### config.mk
export PLATFORM = sky130hd
export DESIGN_NAME = pcrds_proj
export DESIGN_NICKNAME = d
export VERILOG_FILES = /design/src/hw/rtl/pcrds_pkg.sv /design/src/hw/rtl/pcrds_proj.sv
export SDC_FILE = /design/constraint.sdc
export NUM_CORES = 1
export LEC_CHECK = 0
export ABC_CLOCK_PERIOD_IN_PS = 7100
export BUFFER_PORTS_ARGS = -buffer_cell sky130_fd_sc_hd__buf_2
export CORE_MARGIN = 2
export CORE_UTILIZATION = 45
export DETAILED_ROUTE_END_ITERATION = 7
export PLACE_DENSITY = 0.74
export RECOVER_POWER = 100
export SLEW_MARGIN = 20
export SYNTH_ARGS = -nofsm -noshare
export SYNTH_HDL_FRONTEND = slang
export SYNTH_SLANG_ARGS = --single-unit
### constraint.sdc
create_clock -name vclk -period 7.1
set_input_delay 0.71 -clock vclk [all_inputs]
set_output_delay 0.71 -clock vclk [all_outputs]
set_load 0.005 [all_outputs]
### src/hw/rtl/pcrds_pkg.sv
package pcrds_pkg;

    // command codes carried in tuser
    localparam logic [1:0] CMD_WRITE_POINT = 2'd0;
    localparam logic [1:0] CMD_WRITE_ROW   = 2'd1;
    localparam logic [1:0] CMD_ROTATE      = 2'd2;
    localparam logic [1:0] CMD_EMIT        = 2'd3;

    // configuration register indexes
    localparam logic [7:0] CFG_POINT_COUNT = 8'd0;
    localparam logic [7:0] CFG_SCALE       = 8'd1;

    localparam logic [6:0] POINT_COUNT_RESET = 7'd62;
    localparam logic [7:0] SCALE_RESET       = 8'd50;

    // screen center and depth offset, all in q14
    localparam logic signed [25:0] CENTER_X_Q14 = 26'sd2621440;
    localparam logic signed [25:0] CENTER_Y_Q14 = 26'sd1966080;
    localparam logic signed [17:0] DEPTH_OFS_Q14 = 18'sd49152;
    localparam logic [5:0] SHADE_GAIN = 6'd51;
    localparam logic [9:0] SHADE_MAX  = 10'd255;

    localparam logic signed [34:0] ROUND_HALF = 35'sd8192;

    typedef struct packed {
        logic signed [15:0] z;
        logic signed [15:0] y;
        logic signed [15:0] x;
    } point_t;

    typedef enum logic [1:0] {
        CELL_HOLD,
        CELL_WRITE,
        CELL_INSERT
    } cell_op_t;

    typedef struct packed {
        cell_op_t    op;
        logic [5:0]  wr_idx;
        point_t      wr_point;
        point_t      key;
    } cell_ctrl_t;

    typedef enum logic [1:0] {
        S_IDLE,
        S_ROT,
        S_EMIT
    } state_t;

endpackage

### src/hw/rtl/pcrds_proj.sv
module pcrds_proj (
    input  pcrds_pkg::point_t  point,
    input  logic [7:0]         scale,
    output logic [10:0]        screen_x,
    output logic [10:0]        screen_y,
    output logic [7:0]         shade
);

    logic signed [24:0] px, py;
    logic signed [25:0] vx, vy;
    logic signed [25:0] tx, ty;
    logic signed [17:0] zs;
    logic signed [23:0] zp;
    logic [9:0]         sh;

    // center plus scaled coordinate, truncated toward zero
    always_comb
    begin
        px = $signed({1'b0, scale}) * point.x;
        py = $signed({1'b0, scale}) * point.y;
        vx = pcrds_pkg::CENTER_X_Q14 + 26'(px);
        vy = pcrds_pkg::CENTER_Y_Q14 + 26'(py);
        tx = (vx < 0) ? ((vx + 26'sd16383) >>> 14) : (vx >>> 14);
        ty = (vy < 0) ? ((vy + 26'sd16383) >>> 14) : (vy >>> 14);
        screen_x = tx[10:0];
        screen_y = ty[10:0];
    end

    // depth shade, the offset depth is always positive
    always_comb
    begin
        zs = 18'(point.z) + pcrds_pkg::DEPTH_OFS_Q14;
        zp = zs * $signed({1'b0, pcrds_pkg::SHADE_GAIN});
        sh = zp[23:14];
        shade = (sh > pcrds_pkg::SHADE_MAX) ? 8'hff : sh[7:0];
    end

endmodule

Word-level counts from Yosys, hierarchy flattened

Cells that the tools add are included.

Add/sub/neg operators: 5
Multipliers: 3
$lt $le $gt $ge: 3
Multiplexer cells: 3

Operator list:

| cell                     | number |
|---|---|
| $lt A26 B1 Y1 const B    | 2 |
| $add A25 B15 Y25 const B | 2 |
| $mul A9 B16 Y25          | 2 |
| $add A22 B25 Y26 const A | 1 |
| $add A23 B25 Y26 const A | 1 |
| $mul A18 B7 Y24 const B  | 1 |
| $mux W11                 | 2 |
| $add A16 B17 Y18 const B | 1 |
| $gt A10 B8 Y1 const B    | 1 |
| $mux W8                  | 1 |

Flip-flop bits (word level): 0
Input port bits: 56
Output and inout bits: 30
Word-level logic and storage cells: 14

Depth between registers and ports, before layout

Depth in word-level cells: 4
Gate-level depth with buffers: 22
Mapped depth without buffers: 21

Least setup slack after synthesis

Ideal clock, no wire load.

Path type: input port to output port
Start point: input port scale[1]
End point: output port screen_x[10]
Data arrival time: 5879 ps
Data required time: 6390 ps
Setup slack: 511 ps
Stages: 18
Buffers on the path: 1
Cells stage by stage: clkbuf_1 > nand2_1 > fa_1 > fa_1 > inv_1 > fa_1 > fa_1 > fa_1 > ha_1 > nand2_1 > o21ai_1 > or2_1 > nor4_2 > nor4_1 > nor4_4 > nand4_4 > nor4b_4 > xor2_1

Cells in the longest elaborated chain, start to end: 4
Elaborated cells between the ends (all ways): 5
Those cells by class: add/sub: 2; mul: 1; order compare: 1; mux: 1

RTL lines:

| item                                                     | line             | source |
|---|---|---|
| start: declaration                                       | pcrds_proj.sv:3  | `input logic [7:0] scale,` |
| $mul A9 B16 Y25 (*)                                      | pcrds_proj.sv:19 | `px = $signed({1'b0, scale}) * point.x;` |
| $add A23 B25 Y26 (*)                                     | pcrds_proj.sv:21 | `vx = pcrds_pkg::CENTER_X_Q14 + 26'(px);` |
| $add A25 B15 Y25 / $lt A26 B1 Y1 (equally long branches) | pcrds_proj.sv:23 | `tx = (vx < 0) ? ((vx + 26'sd16383) >>> 14) : (vx >>> 14);` |
| $mux W11 (*)                                             | pcrds_proj.sv:23 |  |
| end: declaration                                         | pcrds_proj.sv:4  | `output logic [10:0] screen_x,` |

Mark *: on every way between the ends. The rest lies on a longest branch, timed or not.

Worst setup path in the final report

Start point: input port scale[3]
End point: output port screen_x[10]

Same word-level chain as after synthesis.

==> key figures <==
Synth
  • Share of the synthesized area in the top cell type: approximately 39%
  • Top-count cell post-synth: inv_1
  • Netlist cell types: 75
  • Top cells by count, synth: inv_1 (309), fa_1 (245), ha_1 (197)
  • Top cells by area, synth: fa_1 (39%), ha_1 (20%), inv_1 (9.3%)
  • Post-Syn Area: between 10000 and 15000 um^2
  • Cells after synthesis: about 1400
  • Mean Syn Cell Area: around 8.8 um^2
  • Synth warn: 0
  • Syn nets: between 1500 and 2000
  • Dominant cell type by area after synthesis: fa_1
  • Sequential area share after synthesis: 0%

Final layout
  • Fillers: between 2000 and 3000
  • Multi-input gate area: between 10000 and 15000 um^2
  • Clock buffer count: 0
  • Core Util, Final: 49.8%
  • Area Overhead vs Synth: 9.75%
  • Final std cells w/o fill: around 1900
  • Sequential cell area: 0 um^2
  • Sequential cells: 0
  • Nets: 2015
  • Fraction of layout cells with a size suffix above 1: around an eighth

Placed design
  • HPWL Detailed: between 20 and 25 mm
  • Dpl cells: ~1900
  • Final Wtd Congestion: 0.896
  • Number of port buffers: 86

Routing
  • Pre-antenna DRT Iters: 5
  • Detailed Route WL: between 20 and 30 mm
  • Post-route ant nets: 0
  • Total vias in the final route: between 9000 and 10000
  • 1st-iter DRT viols: roughly 370
  • DR DRC count: 0
  • Detail-routed via count per cell: 5.10
  • Wire per inst: roughly 14 um

Floorplan
  • Die Y: 171 um
  • Ports: between 80 and 90
  • Initial core utilization: between 40% and 50%
  • Die footprint: ~30000 um^2
  • FP Rows: 61
  • Width of the die: roughly 170 um
  • Core Footprint: ~28000 um^2

Critical path
  • CP Capture Type: output port
  • WS Path Type: in -> out
  • CP Launch Type: input port
  • Slowest stage delay, CP: 560 ps
  • Slowest stage cell, crit path: fa_1
  • Required @ worst endpoint: 6390 ps
  • CP cell instances: clkbuf_4, buf_4, and2_1, fa_1, fa_1, inv_1, fa_1, inv_1, fa_1, ha_1, ha_1, nor2b_2, o2111ai_2, a21oi_2, or2_2, o41ai_2, xnor2_1, nand4_4, nor4b_4, xor2_1, buf_2
  • Critical-path maximum fanout: 20
  • WP data arrival: slightly above 6000 ps
  • Crit path from: scale[3]
  • Cell mode on critical path: fa_1

Worst hold path
  • Worst hold-check path type: in -> out
  • Worst hold path depth: 8
  • Worst hold start: point[47]

Timing
  • Setup TNS: 0 ps
  • Slew Limit Fails: 0
  • Final Setup Violations: 0
  • Max-slew headroom: about 60%
  • Fin crit share: a little over nine tenths
  • Worst Max-Slew Pin Slew: 591 ps
  • Final Hold Viols: 0
  • Fmax: around 150 MHz
  • Min cycle time layout: slightly below 7000 ps

Global routing
  • First-pass GRT wire length: 45.0 mm
  • Tot GR Track Use: a little under a fifth
  • Antenna violations before repair: 8
  • Final global-route overflow total: 0
  • Vias in the first global route: just over 10000
  • Pin count of the biggest net entering global routing: 33

Clock tree
  • Hold Buf Count CTS: 0

Outcome
  • Status: finished, final reports clean

Run
  • MaxCap Viol Count: 0
==> stage by stage <==
step	worst slack (ps)	hold WS (ps)	area [um^2]
CTS	26.0	2410	13600
global route	-24.2	2480	13700
detailed placement	9.88	2390	13600
finish	219	2400	13800
floorplan	511	2040	12500
global placement	125	2400	13600
==> layout make-up <==
class	count	share of cell area (%)
inverter	309	8.43
timing repair buffer	135	5.93
tap	378	3.44
antenna	6	0.109
multi-input combinational	1071	82.1
==> logic make-up after synthesis <==
kind of cell,share of synthesized area (%)
adders and majority gates,58.8
and+or+nand+nor,17.4
buffers and inverters,10.6
AOI/OAI and AO/OA,8.46
xor gates and xnor gates,4.40
muxes,0.359
==> final timing paths <==
check and end:
max screen_x[10], min shade[7]
==> critical path, delay by kind of cell <==
kind	cells	cell delay, ps
xor+xnor	2	420
simple gates	5	1090
fa+ha+maj	6	2530
buf+inv	5	680
compound gates	3	730
==> cell usage in the layout, fill, tap and decap left out, types with 3 or more instances in the layout <==
cell type,instances
inv_1,309
fa_1,243
ha_1,196
nand2_1,156
and2_1,134
buf_2,77
buf_4,50
xnor2_1,39
nor2_1,38
a21oi_1,35
xor2_1,24
a21o_1,20
o21ai_0,19
nand2b_1,11
nand3_1,11
nor3_1,10
nand4_1,8
a31oi_1,7
a211oi_1,7
diode_2,6
nor2b_1,5
o21ai_1,5
o211ai_1,5
nor4_1,5
and3_1,5
a211oi_2,4
o2111ai_1,3
o21a_1,3
or2_2,3
mux2i_1,3
nand4b_1,3
nor3_2,3
a21oi_2,3
==> per-layer routing <==
layer,up-vias,global-route usage (%),part of all wire [%]
li1,4635,-,-
met1,4859,24.1,43
met2,162,34.1,52
met3,22,1.46,3.8
met4,4,1.66,0.66
met5,-,0,0.10
==> what timing repair did <==
action | 4_1_cts | 5_1_grt
pin swaps | 0 | 8
endpoints found under the setup margin | 1 | 18
resized for setup | 1 | 29
buffers inserted | 0 | 1
Power is not shown: default switching activity piles up to over one toggle a cycle in this logic, so the estimate is an artifact.
