### src/hw/rtl/pcrds_pkg.sv
package pcrds_pkg;

    // command codes carried in tuser
    localparam logic [1:0] CMD_WRITE_POINT = 2'd0;
    localparam logic [1:0] CMD_WRITE_ROW   = 2'd1;
    localparam logic [1:0] CMD_ROTATE      = 2'd2;
    localparam logic [1:0] CMD_EMIT        = 2'd3;

    // configuration register indexes
    localparam logic [7:0] CFG_POINT_COUNT = 8'd0;
    localparam logic [7:0] CFG_SCALE       = 8'd1;

    localparam logic [6:0] POINT_COUNT_RESET = 7'd62;
    localparam logic [7:0] SCALE_RESET       = 8'd50;

    // screen center and depth offset, all in q14
    localparam logic signed [25:0] CENTER_X_Q14 = 26'sd2621440;
    localparam logic signed [25:0] CENTER_Y_Q14 = 26'sd1966080;
    localparam logic signed [17:0] DEPTH_OFS_Q14 = 18'sd49152;
    localparam logic [5:0] SHADE_GAIN = 6'd51;
    localparam logic [9:0] SHADE_MAX  = 10'd255;

    localparam logic signed [34:0] ROUND_HALF = 35'sd8192;

    typedef struct packed {
        logic signed [15:0] z;
        logic signed [15:0] y;
        logic signed [15:0] x;
    } point_t;

    typedef enum logic [1:0] {
        CELL_HOLD,
        CELL_WRITE,
        CELL_INSERT
    } cell_op_t;

    typedef struct packed {
        cell_op_t    op;
        logic [5:0]  wr_idx;
        point_t      wr_point;
        point_t      key;
    } cell_ctrl_t;

    typedef enum logic [1:0] {
        S_IDLE,
        S_ROT,
        S_EMIT
    } state_t;

endpackage

### src/hw/rtl/pcrds_cell.sv
module pcrds_cell #(
    parameter int IDX = 0,
    parameter int CW  = 7
) (
    input  logic                clk,
    input  pcrds_pkg::cell_ctrl_t ctrl,
    input  logic [CW-1:0]       n,
    input  logic [CW-1:0]       s_lo,
    input  pcrds_pkg::point_t   right_point,
    input  logic                right_pass,
    output pcrds_pkg::point_t   point,
    output logic                pass
);

    localparam int IW = (CW > 6) ? CW : 6;

    pcrds_pkg::point_t point_reg;
    pcrds_pkg::point_t point_next;
    logic live;
    logic in_sorted;
    logic greater;

    // position flags against the broadcast key
    always_comb
    begin
        live      = CW'(IDX) < n;
        in_sorted = CW'(IDX) >= s_lo;
        greater   = live && in_sorted && (point_reg.z > ctrl.key.z);
        pass      = live && (!in_sorted || (point_reg.z <= ctrl.key.z));
    end

    // next content of this slot
    always_comb
    begin
        point_next = point_reg;
        case (ctrl.op)
            pcrds_pkg::CELL_WRITE:
            begin
                if (IW'(ctrl.wr_idx) == IW'(IDX))
                begin
                    point_next = ctrl.wr_point;
                end
            end
            pcrds_pkg::CELL_INSERT:
            begin
                if (live)
                begin
                    if (right_pass)
                    begin
                        point_next = right_point;
                    end
                    else if (!greater)
                    begin
                        point_next = ctrl.key;
                    end
                end
            end
            default:
            begin
                point_next = point_reg;
            end
        endcase
    end

    always_ff @(posedge clk)
    begin
        point_reg <= point_next;
    end

    assign point = point_reg;

endmodule

### config.mk
export PLATFORM = sky130hd
export DESIGN_NAME = pcrds_cell
export DESIGN_NICKNAME = d
export VERILOG_FILES = /design/src/hw/rtl/pcrds_pkg.sv /design/src/hw/rtl/pcrds_cell.sv
export SDC_FILE = /design/constraint.sdc
export NUM_CORES = 1
export LEC_CHECK = 0
export ABC_AREA = 0
export ABC_CLOCK_PERIOD_IN_PS = 7750
export BUFFER_PORTS_ARGS = -buffer_cell sky130_fd_sc_hd__clkbuf_2
export CAP_MARGIN = 20
export CORE_MARGIN = 2
export CORE_UTILIZATION = 40
export DETAILED_ROUTE_END_ITERATION = 7
export PLACE_DENSITY = 0.92
export SYNTH_ARGS = -nofsm -noshare
export SYNTH_HDL_FRONTEND = slang
export SYNTH_SLANG_ARGS = --single-unit
### constraint.sdc
create_clock -name clk -period 7.75 [get_ports clk]
set_clock_uncertainty 0.05 [all_clocks]
set_input_delay 1.9375 -clock clk [delete_from_list [all_inputs] [get_ports clk]]
set_output_delay 1.9375 -clock clk [all_outputs]
set_load 0.05 [all_outputs]
-- Yosys cells after proc, flatten, opt, wreduce, memory -nomap -nowiden
Index checks and enable logic that the tools add are counted.
- magnitude comparators: 4
- eq/ne operators: 5
- muxes and demuxes: 5
- reductions and logical operators: 8
- operators with widths (kind ; number):
    48-bit 2-to-1 mux ; 4
    48-bit one-hot mux with 2 select lines ; 1
    16-bit > comparator ; 1
    16-bit <= comparator ; 1
    1-bit by 7-bit >= comparator with 1-bit output, first input constant ; 1
    1-bit by 7-bit < comparator with 1-bit output, first input constant ; 1
    6-bit logical NOT ; 1
    2-bit inequality test, second input constant ; 2
    4-bit AND reduction ; 1
    1-bit logical AND ; 3
    3-bit inequality test, second input constant ; 1
    2-bit by 1-bit equality test with 1-bit output, second input constant ; 1
    2-bit equality test, second input constant ; 1
    2-bit nonzero test ; 1
    1-bit logical NOT ; 1
    1-bit logical OR ; 1
- register bits: 48
- bits of input ports: 168
- logic and storage cells: 25

-- Logic depth before layout (Yosys ltp)
- depth in word-level cells: 7
- gate-level depth with buffers: 8
- depth with buffers taken out: 8

-- Least setup slack after synthesis
Ideal clock, no wire load.
- kind: input to register
- start point: input ctrl[46] in the netlist's numbering
- end point: register point_reg, in the netlist point[0], enable pin
- setup time: 481 ps
- data arrival time: 5590 ps
- data required time: 7219 ps
- path slack: 1629 ps
- cell stages on the path: 8
- path buffers: 0
- path through: inv_1 ha_1 a21oi_2 nand2_1 a221o_1 a211oi_2 xor2_1 a41oi_1
- cells in the longest elaborated chain, start to end: 4
- ends and longest elaborated chain (element ; line ; RTL):
    from (decl) ; pcrds_cell.sv:6 ; input pcrds_pkg::cell_ctrl_t ctrl,
    16-bit > comparator ; pcrds_cell.sv:28 ; greater = live && in_sorted && (point_reg.z > ctrl.key.z);
    1-bit logical AND ; pcrds_cell.sv:28 ;
    3-bit inequality test (no line) ; n/a ;
    4-bit AND reduction (no line) ; n/a ;
    to (signal assigned) ; pcrds_cell.sv:67 ; point_reg <= point_next;
    to (decl) ; pcrds_cell.sv:17 ; pcrds_pkg::point_t point_reg;
No other way between the ends.
A chain may end at the register's enable or synchronous reset.

-- Final worst setup path
- start point: input ctrl[46] in the netlist's numbering
- end point: output pass
- cells in the longest elaborated chain, start to end: 3
- ends and longest elaborated chain (element ; line ; RTL):
    16-bit <= comparator ; pcrds_cell.sv:29 ; pass = live && (!in_sorted || (point_reg.z <= ctrl.key.z));
    1-bit logical OR ; pcrds_cell.sv:29 ;
    1-bit logical AND ; pcrds_cell.sv:29 ;
    to (decl) ; pcrds_cell.sv:12 ; output logic pass
No other way between the ends.

==> flow_summary.ini <==
[routing]
via_per_inst = 4.80
first_pass_iters = 4
route.detailed.drc = 0
routed-via-count = 2839
wl_um = 7880
dr.first_iter.drc_count = 87
wire_per_inst_um = 13.3
drtAntennaViolNets = 0

[cts]
cts_buffer_depth = 2
clk_pin_slew_ns = 0.09
clk_latency_ns = 0.29
hold_buffers = 0
cts_tree = built
clock-root-buffer = clkbuf_8
cts_setup_buffers = 0
cts-resized-gates = 0
numCtsBuffers = 5
clkSinkCount = 48
h-tree-depth = 2

[timing]
final.period_utilization = 0.753
hold_viol_final = 0
setup-violations-final = 0
slew_headroom = 0.355
fmax_ghz = 0.171
fin_crit_ns = 5.84
tightestPinTransition_ns = 0.967
rsz0062_at_grt = false
finalSetupTns_ns = 0
finalMaxSlewViolations = 0

[grt]
grt_pass1_wl_um = 11300
antenna_found_initial = 0
grt_max_degree = 99
track_usage = 0.182
grt-ovfl-total = 0
grt_pass1_vias = 2626

[synthesis]
ys_async_sr_fraction = 0
synth-seq-cells = 48
synth_largest_area_cell = edfxtp_1
synth.cells.most_frequent = a21oi_1, nor2_1, edfxtp_1, mux2i_1, inv_1
netlist_area_um2 = 2930
synth_nets = 470
synthTopCellsByArea = edfxtp_1, mux2i_1, a21oi_1
netlist.area_leader.share = 0.492
avgSynthCellArea_um2 = 10.3
synth-edff-count = 48
synth.most_common_cell = a21oi_1
synthFlopType = edfxtp_1
yosysWarnings = 0
synthCells = 284
yosysUniqueCellTypes = 23
ys_seq_area_frac = 0.492

[min_path]
holdPathStages = 4
worst_hold_path_type = reg -> reg

[final_layout]
final_nets = 678
fin_cells = 592
nFillCells = 611
diodes = 0
area_growth_pct = 43.1
largest_reg_flops = 48
drive_gt1_frac = 0.465

[status]
status = complete, no violations

[floorplanning]
die_area_um2 = 8020
std_cell_rows = 31
die_h_um = 89.6
initial_utilization = 0.408
ios = 217
die_width_um = 89.6
core_area_um2 = 7180

[placed_design]
routabilityCongestion = 0.804
hpwl_um = 6290
dp_cells = 584
port_buffers = 216

[worst_setup_path]
r2r-start = point[46]
crit_start = ctrl[46]
start_kind = input pin
path_class = in -> out
critPathMaxFanout = 3
arrival_ns = 3.85
critical_path_required_ns = 5.76
r2r-end = point[4]
end_kind = output pin
cp-endpoint = pass
worst-r2r-setup-slack_ns = 4.89
worst_r2r_path_depth = 8

[power]
peakVddDrop_v = 0.0000999
power.density_nw_per_um2 = 189
p_leak_nw = 2.18

[job]
maxCapViolCount = 0
## worst min-delay path by stage
stage / start / end / slack [ns]
2_1_floorplan: ctrl[48] / point[0] / 2.11
3_3_place_gp: point[47] / point[39] / 1.49
3_5_place_dp: point[47] / point[39] / 1.54
4_1_cts: point[47] / point[16] / 1.56
5_1_grt: point[47] / point[42] / 1.63
6_report: point[47] / point[38] / 1.53
## worst max-delay path, cell delays in order
cell and delay (ns):
clkbuf_2 0.09, inv_1 0.04, ha_1 0.33, a21oi_2 0.15, nand2_1 0.06, a221o_1 0.35, a211oi_2 0.18, xor2_1 0.34
a21oi_1 0.12, clkbuf_2 0.25
## cell type report
cell class | instances | area (um2) | share of cell area
timing repair buffer | 218 | 1100 | 0.262
tap | 99 | 124 | 0.0296
inverter | 20 | 75.1 | 0.0179
multi-input combinational | 199 | 1370 | 0.327
sequential | 48 | 1440 | 0.344
clock inverter | 3 | 13.8 | 0.00328
clock buffer | 5 | 68.8 | 0.0164
## cells in the final DEF, fill, tap and decap left out
cell,count
a211oi_2,1
mux2i_1,48
nor4_1,4
nand2_1,7
inv_1,20
nand4_1,2
edfxtp_1,48
or4_1,1
a221o_1,2
a41oi_4,1
clkinv_2,2
buf_2,1
clkinv_1,1
buf_4,2
nand3_1,2
a21o_1,1
clkbuf_2,215
clkbuf_8,5
o21ai_0,2
nor3_1,1
a21oi_2,1
a21oi_1,56
ha_1,17
nor2_1,51
ha_4,1
xor2_1,1
## metal layers
| layer | GRT usage | vias up | share of wire |
|---|---|---|---|
| met1 | 0.193 | 1242 | 0.38 |
| met4 | 0.0583 | 0 | 0.015 |
| met2 | 0.342 | 143 | 0.52 |
| li1 | - | 1446 | - |
| met5 | 0 | - | 0 |
| met3 | 0.0539 | 8 | 0.085 |
## cells by family (layout without fill, tap and decap cells)
logic type | after synthesis | count (layout) | synth area share
multiplexers | 48 | 48 | 0.164
buffers and inverters | 37 | 246 | 0.0504
flip-flops | 48 | 48 | 0.492
adder cells (fa/ha/maj) | 18 | 18 | 0.0769
XOR/XNOR | 1 | 1 | 0.00299
AND/OR/NAND/NOR | 68 | 68 | 0.0948
AO/OA/AOI/OAI | 64 | 64 | 0.119
## through the flow
step / util / worst slack, ns / cell area [um2] / power (mW) / hold slack (ns)
2_1_floorplan: - / 1.63 / 2930 / 0.558 / 2.11
3_3_place_gp: 0.572 / 1.97 / 4110 / 0.648 / 1.49
3_5_place_dp: 0.572 / 1.93 / 4110 / 0.658 / 1.54
4_1_cts: 0.584 / 1.93 / 4190 / 0.802 / 1.56
5_1_grt: 0.584 / 1.77 / 4190 / 0.836 / 1.63
6_report: 0.584 / 1.91 / 4190 / 0.792 / 1.53
## where the power goes
group          switching (mW)  internal (mW)
combinational           0.214         0.0919
sequential             0.0133          0.330
clock                  0.0810         0.0614
total                   0.309          0.484
Note: power is estimated with default switching activity, not from simulation.
