--- config.mk ---
export PLATFORM = sky130hd
export DESIGN_NAME = pcrds_rot
export DESIGN_NICKNAME = d
export VERILOG_FILES = /design/src/hw/rtl/pcrds_pkg.sv /design/src/hw/rtl/pcrds_rot.sv
export SDC_FILE = /design/constraint.sdc
export NUM_CORES = 1
export LEC_CHECK = 0
export ABC_AREA = 1
export BUFFER_PORTS_ARGS = -buffer_cell sky130_fd_sc_hd__buf_2
export CORE_MARGIN = 1.5
export CORE_UTILIZATION = 55
export DETAILED_ROUTE_END_ITERATION = 10
export PLACE_DENSITY = 0.87
export SLEW_MARGIN = 20
export SYNTH_ARGS = -nofsm -noshare
export SYNTH_HDL_FRONTEND = slang
export SYNTH_SLANG_ARGS = --single-unit
--- constraint.sdc ---
create_clock -name clk -period 9.6 [get_ports clk]
set_clock_uncertainty 0.15 [all_clocks]
set_input_delay 0.48 -clock clk [delete_from_list [all_inputs] [get_ports clk]]
set_output_delay 0.48 -clock clk [all_outputs]
set_load 0.02 [all_outputs]
--- src/hw/rtl/pcrds_pkg.sv ---
package pcrds_pkg;

    // command codes carried in tuser
    localparam logic [1:0] CMD_WRITE_POINT = 2'd0;
    localparam logic [1:0] CMD_WRITE_ROW   = 2'd1;
    localparam logic [1:0] CMD_ROTATE      = 2'd2;
    localparam logic [1:0] CMD_EMIT        = 2'd3;

    // configuration register indexes
    localparam logic [7:0] CFG_POINT_COUNT = 8'd0;
    localparam logic [7:0] CFG_SCALE       = 8'd1;

    localparam logic [6:0] POINT_COUNT_RESET = 7'd62;
    localparam logic [7:0] SCALE_RESET       = 8'd50;

    // screen center and depth offset, all in q14
    localparam logic signed [25:0] CENTER_X_Q14 = 26'sd2621440;
    localparam logic signed [25:0] CENTER_Y_Q14 = 26'sd1966080;
    localparam logic signed [17:0] DEPTH_OFS_Q14 = 18'sd49152;
    localparam logic [5:0] SHADE_GAIN = 6'd51;
    localparam logic [9:0] SHADE_MAX  = 10'd255;

    localparam logic signed [34:0] ROUND_HALF = 35'sd8192;

    typedef struct packed {
        logic signed [15:0] z;
        logic signed [15:0] y;
        logic signed [15:0] x;
    } point_t;

    typedef enum logic [1:0] {
        CELL_HOLD,
        CELL_WRITE,
        CELL_INSERT
    } cell_op_t;

    typedef struct packed {
        cell_op_t    op;
        logic [5:0]  wr_idx;
        point_t      wr_point;
        point_t      key;
    } cell_ctrl_t;

    typedef enum logic [1:0] {
        S_IDLE,
        S_ROT,
        S_EMIT
    } state_t;

endpackage

--- src/hw/rtl/pcrds_rot.sv ---
module pcrds_rot (
    input  logic              clk,
    input  logic              rst_n,
    input  logic              start,
    input  pcrds_pkg::point_t head,
    input  pcrds_pkg::point_t mat [3],
    output logic              done,
    output pcrds_pkg::point_t result
);

    logic               issue_reg, issue_next;
    logic [1:0]         row_reg, row_next;
    logic [1:0]         col_reg, col_next;
    logic               pvalid_reg;
    logic [1:0]         prow_reg, pcol_reg;
    logic signed [31:0] prod_reg;
    logic signed [33:0] acc_reg;
    logic signed [33:0] sum;
    logic signed [34:0] rnd;
    logic signed [20:0] shifted;
    logic signed [15:0] sat;
    logic signed [15:0] mat_elem;
    logic signed [15:0] pt_elem;
    pcrds_pkg::point_t  mrow;
    pcrds_pkg::point_t  result_reg;
    logic               done_reg;

    // operand select for the shared multiplier
    always_comb
    begin
        mrow = mat[0];
        case (row_reg)
            2'd1:    mrow = mat[1];
            2'd2:    mrow = mat[2];
            default: mrow = mat[0];
        endcase
        case (col_reg)
            2'd1:
            begin
                mat_elem = mrow.y;
                pt_elem  = head.y;
            end
            2'd2:
            begin
                mat_elem = mrow.z;
                pt_elem  = head.z;
            end
            default:
            begin
                mat_elem = mrow.x;
                pt_elem  = head.x;
            end
        endcase
    end

    // row and column sequencing
    always_comb
    begin
        issue_next = issue_reg;
        row_next   = row_reg;
        col_next   = col_reg;
        if (start)
        begin
            issue_next = 1'b1;
            row_next   = 2'd0;
            col_next   = 2'd0;
        end
        else if (issue_reg)
        begin
            if (col_reg == 2'd2)
            begin
                col_next = 2'd0;
                row_next = row_reg + 2'd1;
                if (row_reg == 2'd2)
                begin
                    issue_next = 1'b0;
                end
            end
            else
            begin
                col_next = col_reg + 2'd1;
            end
        end
    end

    // accumulate, round half up and saturate
    always_comb
    begin
        sum     = ((pcol_reg == 2'd0) ? 34'sd0 : acc_reg) + 34'(prod_reg);
        rnd     = 35'(sum) + pcrds_pkg::ROUND_HALF;
        shifted = 21'(rnd >>> 14);
        if (shifted > 21'sd32767)
        begin
            sat = 16'sh7fff;
        end
        else if (shifted < -21'sd32768)
        begin
            sat = 16'sh8000;
        end
        else
        begin
            sat = shifted[15:0];
        end
    end

    always_ff @(posedge clk or negedge rst_n)
    begin
        if (!rst_n)
        begin
            issue_reg  <= 1'b0;
            row_reg    <= 2'd0;
            col_reg    <= 2'd0;
            pvalid_reg <= 1'b0;
            done_reg   <= 1'b0;
        end
        else
        begin
            issue_reg  <= issue_next;
            row_reg    <= row_next;
            col_reg    <= col_next;
            pvalid_reg <= issue_reg;
            done_reg   <= pvalid_reg && (prow_reg == 2'd2) && (pcol_reg == 2'd2);
        end
    end

    // product and accumulator data path
    always_ff @(posedge clk)
    begin
        prod_reg <= mat_elem * pt_elem;
        prow_reg <= row_reg;
        pcol_reg <= col_reg;
        if (pvalid_reg)
        begin
            acc_reg <= sum;
            if (pcol_reg == 2'd2)
            begin
                case (prow_reg)
                    2'd0:    result_reg.x <= sat;
                    2'd1:    result_reg.y <= sat;
                    default: result_reg.z <= sat;
                endcase
            end
        end
    end

    assign done   = done_reg;
    assign result = result_reg;

endmodule

Yosys cells after proc, flatten, opt, wreduce, memory -nomap -nowiden
Index checks and enable logic that the tools add are counted.
Storage, ports and cells
  register bits: 125
  input port bits: 195
  output and inout port bits: 49
  logic and storage cells: 54
Operators by class
  add/subtract/negate cells: 4
  multiply operators: 1
  magnitude comparators: 2
  equality and inequality tests: 7
  multiplexer cells: 16
  bitwise logic cells: 1
  reductions and logical operators: 11
Operators by type and width (count)
  one-hot mux 48 bit (2 select lines): 1
  one-hot mux 16 bit (2 select lines): 2
  adder 34 x 15 -> 35 bit, second input constant: 1
  adder 34 x 32 -> 34 bit: 1
  two-way mux 34 bit: 1
  multiplier 16 x 16 -> 32 bit: 1
  two-way mux 16 bit: 2
  greater-than comparator 21 x 16 -> 1 bit, second input constant: 1
  < comparator 21 x 16 -> 1 bit, second input constant: 1
  two-way mux 2 bit: 6
  AND reduction 3 bit: 3
  equality test 2 bit, second input constant: 4
  equality test 2 x 1 -> 1 bit, second input constant: 3
  adder 2 x 1 -> 2 bit, second input constant: 2
  zero test 2 bit: 2
  two-way mux 1 bit: 4
  nonzero test 2 bit: 2
  logical AND 1 bit: 2
  AND reduction 2 bit: 1
  OR reduction 2 bit: 1
  NOT 1 bit: 1

Longest topological paths before layout
Gate-level depths: netlist (run 1).
  depth in word-level cells: 7
  gate-level depth with buffers: 35

Worst setup path before layout (run 1)
OpenSTA, ideal clock, no wires.
  path type: reg-to-reg
  from: register col_reg[0]
  to: register prod_reg[28]
  library setup time: 0.120 ns
  data arrival time: 7.100 ns
  required time: 9.330 ns
  slack: 2.230 ns
  stages on the path, launching flop included: 33
  buffers on the path: 3
  clock period less this slack: 7.370 ns
  cells stage by stage: dfrtp_1 -> inv_1 -> ha_1 -> clkbuf_1 -> inv_1 -> clkbuf_1 -> a221o_1 -> o21ai_0 -> clkbuf_1 -> nor2_1 -> fa_1 -> inv_1 -> fa_1 -> fa_1 -> fa_1 -> inv_1 -> fa_1 -> inv_1 -> fa_1 -> inv_1 -> ha_1 -> nand2_1 -> nand2_1 -> a31oi_1 -> nand2_1 -> a31oi_1 -> o21ai_0 -> a21boi_0 -> o21ai_0 -> a21oi_1 -> o21ai_0 -> nand2_1 -> nand2_1
Between the ends
  cells in the longest elaborated chain, start to end: 3
  elaborated cells between the ends (all ways): 5
  classes of those cells: 1 x mul; 2 x eq/ne; 2 x mux
RTL lines
  from (decl): line pcrds_rot.sv:13  | logic [1:0] col_reg, col_next;
  from (signal assigned): line pcrds_rot.sv:120  | col_reg <= col_next;
  equality test 2 bit / equality test 2 x 1 -> 1 bit (equally long branches): line pcrds_rot.sv:37  | case (col_reg)
  one-hot mux 16 bit (2 select lines): line pcrds_rot.sv:37
  multiplier 16 x 16 -> 32 bit (*): line pcrds_rot.sv:129  | prod_reg <= mat_elem * pt_elem;
  to (signal assigned): line pcrds_rot.sv:129
  to (decl): line pcrds_rot.sv:16  | logic signed [31:0] prod_reg;
Mark *: on every way between the ends. The rest lies on a longest branch, timed or not.
A chain may end at the register's enable or synchronous reset.

Worst setup path after layout (run 1)
  from: register row_reg[1]
  to: register prod_reg[28]
Between the ends
  cells in the longest elaborated chain, start to end: 4
  elaborated cells between the ends (all ways): 5
  classes of those cells: 1 x mul; 2 x eq/ne; 2 x mux
RTL lines
  from (decl): line pcrds_rot.sv:12  | logic [1:0] row_reg, row_next;
  from (signal assigned): line pcrds_rot.sv:119  | row_reg <= row_next;
  equality test 2 bit / equality test 2 x 1 -> 1 bit (equally long branches): line pcrds_rot.sv:32  | case (row_reg)
  one-hot mux 48 bit (2 select lines) (*): line pcrds_rot.sv:32
  one-hot mux 16 bit (2 select lines) (*): line pcrds_rot.sv:37
  multiplier 16 x 16 -> 32 bit (*): line pcrds_rot.sv:129
Marked as above.

==> results of run 1 <==
-- worst paths after layout --
| kind | endpoint | from | depth (start not counted) |
|---|---|---|---|
| setup reg to reg | prod_reg[28]$_DFF_P_ | row_reg[1]$_DFFE_PN0P_ | 29 |
| hold reg to reg | prow_reg[1]$_DFF_P_ | row_reg[1]$_DFFE_PN0P_ | 0 |
| max in group asynchronous | col_reg[1]$_DFFE_PN0P_ | rst_n | 2 |
| setup / recovery | prod_reg[28]$_DFF_P_ | row_reg[1]$_DFFE_PN0P_ | 29 |
| hold / removal | col_reg[0]$_DFFE_PN0P_ | start | 4 |
| min in group asynchronous | col_reg[0]$_DFFE_PN0P_ | rst_n | 2 |
-- per-stage QoR --
step	utilization [%]	hold slack [ns]	setup WS (ns)	std cells	instance area [sq um]
detailed placement	61.6	0.175	1.21	2984	20100
CTS	63.4	0.230	1.18	3017	20700
global route	63.4	0.266	0.573	3017	20700
global placement	61.6	0.174	1.30	2984	20100
finish	63.4	0.229	1.10	3018	20700
floorplan	-	0.0344	2.23	2326	18300
-- repair_timing --
item | in CTS | in global routing
hold buffers | 1 | 0
hold endpoints to repair | 7 | 0
endpoints found under the setup margin | 0 | 0
-- placed cells by master, fill, tap and decap left out, drive strengths merged, types with 23 or more instances in the layout --
cell and count:
inv 544, a22o 24, edfxtp 82, nand2 497
nand3 58, xor2 38, ha 122, buf 276
nor2 321, dfxtp 36, a21oi 53, a221oi 23
o21ai 86, fa 263
-- final cells by class --
| type | count | area, sq um | area share [%] |
|---|---|---|---|
| well taps | 442 | 553 | 2.67 |
| flip-flops and latches | 125 | 3360 | 16.2 |
| multi-input cells | 1605 | 12700 | 61.5 |
| repair buffers | 277 | 1470 | 7.11 |
| clock buffers | 17 | 425 | 2.05 |
| clock inverters | 15 | 166 | 0.803 |
| inverters | 536 | 2010 | 9.70 |
| diodes | 1 | 2.50 | 0.0121 |
-- cell usage after synthesis, types with 7 or more instances --
cell type	count	area share [%]
nand2_2	23	0.78
fa_1	263	29
edfxtp_1	82	13
a221o_1	15	0.82
o21ai_1	9	0.25
a21oi_1	53	1.4
nand3_2	8	0.44
nor2_2	17	0.58
o21ai_0	76	2.1
dfrtp_1	7	0.96
ha_1	122	8.3
o221ai_1	15	0.72
a221oi_1	23	1.1
nand4_1	20	0.68
inv_1	524	11
xnor2_1	22	1.1
xor2_1	38	1.8
clkbuf_1	54	1.1
nand2_1	473	9.7
nand3_1	50	1.4
a22o_1	24	1.1
nor2_1	298	6.1
dfxtp_1	36	3.9
inv_2	10	0.20
-- layer usage --
layer	up-vias	wire [um]	share of wire [%]	global-route usage (%)
li1	7610	-	-	-
met1	7977	21700	42	40.6
met2	620	25600	49	56.6
met3	148	3020	5.8	3.29
met4	0	2020	3.9	12.7
met5	-	0	0	0
-- kinds of logic after synthesis --
kind of cell             share of synthesized area, %
AO/OA/AOI/OAI                                    8.78
XOR/XNOR                                         2.87
adder cells (fa/ha/maj)                          37.0
buffers and inverters                            12.3
flip-flops                                       18.3
AND/OR/NAND/NOR                                  20.7
-- worst min-delay path: cells and delay by family --
| family | cells | cell delay [ns] |
|---|---|---|
| compound gates | 1 | 0.08 |
| buf+inv | 2 | 0.15 |
| simple gates | 1 | 0.05 |
==> impl_metrics.csv, run 1 <==
group,metric,value,unit
route,ant_nets,0,
clock_tree,htree_num_levels,4,
sta,tns,0,ns
floorplan,row_count,66,
sta,tightest_slew,1.02,ns
setup_path,crit_fanout,27,
final_layout,synthToLayoutAreaGrowth,13.1,%
clock_tree,clockRootBuffer,"clkbuf_16",
setup_path,critPathCaptureType,"register",
place,gp_congestion,0.964,
clock_tree,clock_path_buffers,2,
global_route,grt.overflow.total,0,
yosys,async_reset_ff_share,5.60,%
route,dr_total_vias,16400,
route,dr.pass1.iters,8,
clock_tree,cts_sinks,125,
clock_tree,path_clk_slew,0.07,ns
final_layout,largest_reg_flops,48,
yosys,netlist_instances,2326,
floorplan,die_area,0.0344,sq mm
sta,slew_headroom,31.8,%
sta,final.min_clock_period,8.50,ns
yosys,synth-edff-count,82,
setup_path,cpLargestDelayFamily,"adder cells",
global_route,grt_pass1_vias,17200,
sta,finalSetupViolCount,0,
yosys,seq_area_frac_synth,18.3,%
setup_path,cp.arrival,8.67,ns
yosys,ys.flop_type,"edfxtp_1",
hold_path,min_path_type,"primary input to register",
floorplan,chipWidth,186,um
setup_path,path_class,"register to register",
setup_path,critPathLaunchType,"register",
flow_run,maxCapViolCount,0,
setup_path,worstPathRequired,9.77,ns
global_route,grt_max_degree,50,
sta,finalHoldViolCount,0,
global_route,grt_pass1_wl,86.1,mm
global_route,grtUsageTotal,32.2,%
route,wl_per_cell,17.3,um
clock_tree,post_cts_buffers,0,
yosys,synth_nets,2906,
setup_path,path_buf_inv,6,
sta,maxSlewViolCount,0,
run_status,status,"completed",
floorplan,die_h,186,um
floorplan,io_pins,244,
sta,fmax,118,MHz
yosys,syn_area_per_cell,7.88,sq um
final_layout,drive_gt1_share,14.8,%
route,vias_per_cell,5.42,
clock_tree,numCtsBuffers,17,
place,dpl.hpwl,43.7,mm
floorplan,start_util,56.1,%
setup_path,regToRegSetupSlack,1.10,ns
floorplan,coreArea,0.0327,sq mm
final_layout,nFillCells,2846,
yosys,netlist_area,0.0183,sq mm
yosys,ys_ff_latch,125,
global_route,antenna_found_initial,1,
yosys,ys_types,52,
sta,rsz0062_at_grt,"false",
setup_path,slowest_stage,"ha_1",
sta,period_share,88.5,%
route,drt_iter0_markers,1271,
clock_tree,clk_latency,0.43,ns
setup_path,crit_path_frequent_cell,"fa_1",
clock_tree,cts_tree,"built",
setup_path,cpPeakStageDelay,0.82,ns
route,drt_wl_total,52.3,mm
final_layout,finalNetCount,3142,
clock_tree,cts_resized,0,
yosys,yosysWarnings,0,
route,route.detailed.drc,0,
place,port_buffers,243,
Power of run 1 is not shown: default switching activity piles up to over one toggle a cycle in this logic, so the estimate is an artifact.
==> run 2: changes to the inputs <==
--- a/config.mk
+++ b/config.mk
@@ -5,7 +5,6 @@
 export SDC_FILE = /design/constraint.sdc
 export NUM_CORES = 1
 export LEC_CHECK = 0
-export ABC_AREA = 1
 export BUFFER_PORTS_ARGS = -buffer_cell sky130_fd_sc_hd__buf_2
 export CORE_MARGIN = 1.5
 export CORE_UTILIZATION = 55
==> impl_metrics.csv, run 2 <==
group,metric,value,unit
run_status,status,"completed",
final_layout,final_common_cell,"inv_1",
route,route.detailed.drc,0,
floorplan,die_area,0.0328,sq mm
global_route,grt_max_degree,55,
global_route,grt_pass1_vias,15700,
setup_path,r2r_cells,33,
clock_tree,numCtsBuffers,17,
clock_tree,clockRootBuffer,"clkbuf_16",
clock_tree,cts_resized,0,
sta,maxSlewViolCount,0,
yosys,seq_area_frac_synth,19.2,%
yosys,synthTopCellsByArea,"fa_1 (30%), edfxtp_1 (14%), ha_1 (8.7%)",
sta,final.min_clock_period,8.91,ns
final_layout,synthToLayoutAreaGrowth,13.4,%
final_layout,fin_util,63.1,%
hold_path,holdPathStages,2,
yosys,syn_area_per_cell,9.19,sq um
yosys,yosysWarnings,0,
route,ant_nets,0,
yosys,synth_top_area_share,30.2,%
yosys,synth_area_leader_cell,"fa_1",
floorplan,start_util,55.6,%
yosys,netlist_instances,1900,
sta,fmax,112,MHz
route,dr_total_vias,14600,
route,vias_per_cell,5.75,
yosys,synth_nets,2480,
setup_path,critPathCaptureType,"register",
clock_tree,clock_path_buffers,2,
place,placed_area,0.0192,sq mm
route,drt_iter0_markers,1288,
flow_run,maxCapViolCount,0,
clock_tree,htree_num_levels,4,
floorplan,io_pins,244,
floorplan,coreArea,0.0314,sq mm
route,drt_wl_total,47.2,mm
sta,rsz0062_at_grt,"false",
setup_path,slowest_stage,"a31oi_1",
setup_path,crit_fanout,16,
final_layout,diodes,0,
floorplan,row_count,65,
hold_path,hold_end,"row_reg[1]$_DFFE_PN0P_",
clock_tree,cts_sinks,125,
yosys,netlist_area,0.0175,sq mm
setup_path,r2r_end,"prod_reg[31]$_DFF_P_",
global_route,grtUsageTotal,29.7,%
setup_path,cp.arrival,9.11,ns
global_route,antenna_found_initial,0,
clock_tree,path_clk_slew,0.06,ns
route,wl_per_cell,18.6,um
setup_path,worstPathRequired,9.80,ns
final_layout,finalNetCount,2709,
setup_path,regToRegSetupSlack,0.69,ns
final_layout,nFillCells,2468,
place,dpl.hpwl,38.4,mm
sta,finalSetupViolCount,0,
place,port_buffers,243,
final_layout,largest_reg_flops,48,
yosys,async_reset_ff_share,5.60,%
clock_tree,clk_latency,0.43,ns
place,gp_congestion,0.954,
sta,finalHoldViolCount,0,
setup_path,cpPeakStageDelay,0.55,ns
hold_path,min_path_type,"primary input to register",
yosys,yosys-top-cells-count,"inv_1 (326), fa_1 (263), nor2_1 (237), nand2_1 (158), ha_1 (122)",
setup_path,path_class,"register to register",
hold_path,hold_start,"start",
floorplan,die_h,181,um
sta,period_share,92.8,%
final_layout,postLayoutCellArea,0.0198,sq mm
yosys,synth.most_common_cell,"inv_1",
global_route,grt_pass1_wl,77.3,mm
sta,tightest_slew,1.01,ns
yosys,ys.flop_type,"edfxtp_1",
sta,tns,0,ns
clock_tree,cts_tree,"built",
setup_path,reg2reg_from,"col_reg[0]$_DFFE_PN0P_",
setup_path,critPathLaunchType,"register",
yosys,synth-edff-count,82,
sta,slew_headroom,32.4,%
setup_path,crit_path_frequent_cell,"inv_1",
yosys,ys_ff_latch,125,
yosys,ys_types,83,
floorplan,chipWidth,181,um
final_layout,drive_gt1_share,18.9,%
final_layout,final_cell_mix,"inv_1 (326), fa_1 (263), buf_2 (243)",
global_route,grt.overflow.total,0,
route,dr.pass1.iters,7,
## run 2: cell count changes after synthesis, sizes merged, moves of 23 or more
cell	before	now
o21ai	86	54
xnor2	22	52
nand2b	0	23
a22oi	0	48
nor2	321	238
nand3	58	16
or2	2	26
nand2	497	158
nor2b	0	39
a21o	3	29
a21oi	53	84
inv	534	326
## run 2: cell type report
cell class | count | area, sq um | area share (%)
timing repair buffer | 285 | 1530 | 7.75
clock inverter | 15 | 169 | 0.853
clock buffer | 17 | 425 | 2.15
sequential | 125 | 3360 | 17.0
multi-input combinational | 1374 | 12600 | 63.6
inverter | 326 | 1220 | 6.18
tap | 402 | 503 | 2.54
## run 2: cell families (layout without fill, tap and decap cells)
kind of cell    Yosys count  in the layout  share of synthesized area [%]
fa+ha+maj               385            385                           38.9
compound gates          341            341                           13.8
mux                       7              7                          0.401
flops                   125            125                           19.2
xor+xnor                 76             76                           3.86
buf+inv                 401            643                           8.84
simple gates            565            565                           15.0
## run 2: repair_timing
item / 4_1_cts / 5_1_grt
endpoints found under the hold margin: 7 / 0
setup endpoints to repair: 0 / 0
hold buffers: 1 / 0
buffers inserted: 0 / 0
## run 2: worst max path at each step
stage / from / to / slack (ns) / cells past startpoint
6_report: col_reg[0]$_DFFE_PN0P_ / prod_reg[31]$_DFF_P_ / 0.69 / 33
5_1_grt: col_reg[1]$_DFFE_PN0P_ / prod_reg[30]$_DFF_P_ / 0.19 / 27
4_1_cts: col_reg[0]$_DFFE_PN0P_ / prod_reg[30]$_DFF_P_ / 0.67 / 28
3_5_place_dp: col_reg[0]$_DFFE_PN0P_ / prod_reg[30]$_DFF_P_ / 0.71 / 28
3_3_place_gp: col_reg[0]$_DFFE_PN0P_ / prod_reg[30]$_DFF_P_ / 1.08 / 28
2_1_floorplan: col_reg[0]$_DFFE_PN0P_ / prod_reg[31]$_DFF_P_ / 1.65 / 32
## run 2: per-stage QoR
step	cells	hold WS (ns)	setup WS (ns)
3_5_place_dp	2511	0.184	0.715
6_report	2544	0.149	0.690
4_1_cts	2544	0.130	0.668
3_3_place_gp	2511	0.177	1.08
2_1_floorplan	1900	0.0344	1.65
5_1_grt	2544	0.145	0.189
## run 2: layer usage
layer	GRT usage, %	part of all wire (%)	vias up
li1	-	-	6644
met2	52.6	49	725
met1	35.4	39	7095
met4	13.2	4.1	0
met5	0	0	-
met3	5.32	7.6	160
## run 2: worst max-delay path, delay by kind of cell (launching register included)
| family | cells | cell delay [ns] |
|---|---|---|
| buf+inv | 9 | 0.89 |
| flops | 1 | 0.42 |
| simple gates | 5 | 0.76 |
| fa+ha+maj | 8 | 3.30 |
| compound gates | 10 | 3.18 |
| xor+xnor | 1 | 0.13 |
Power of run 2 is left out for the same reason.
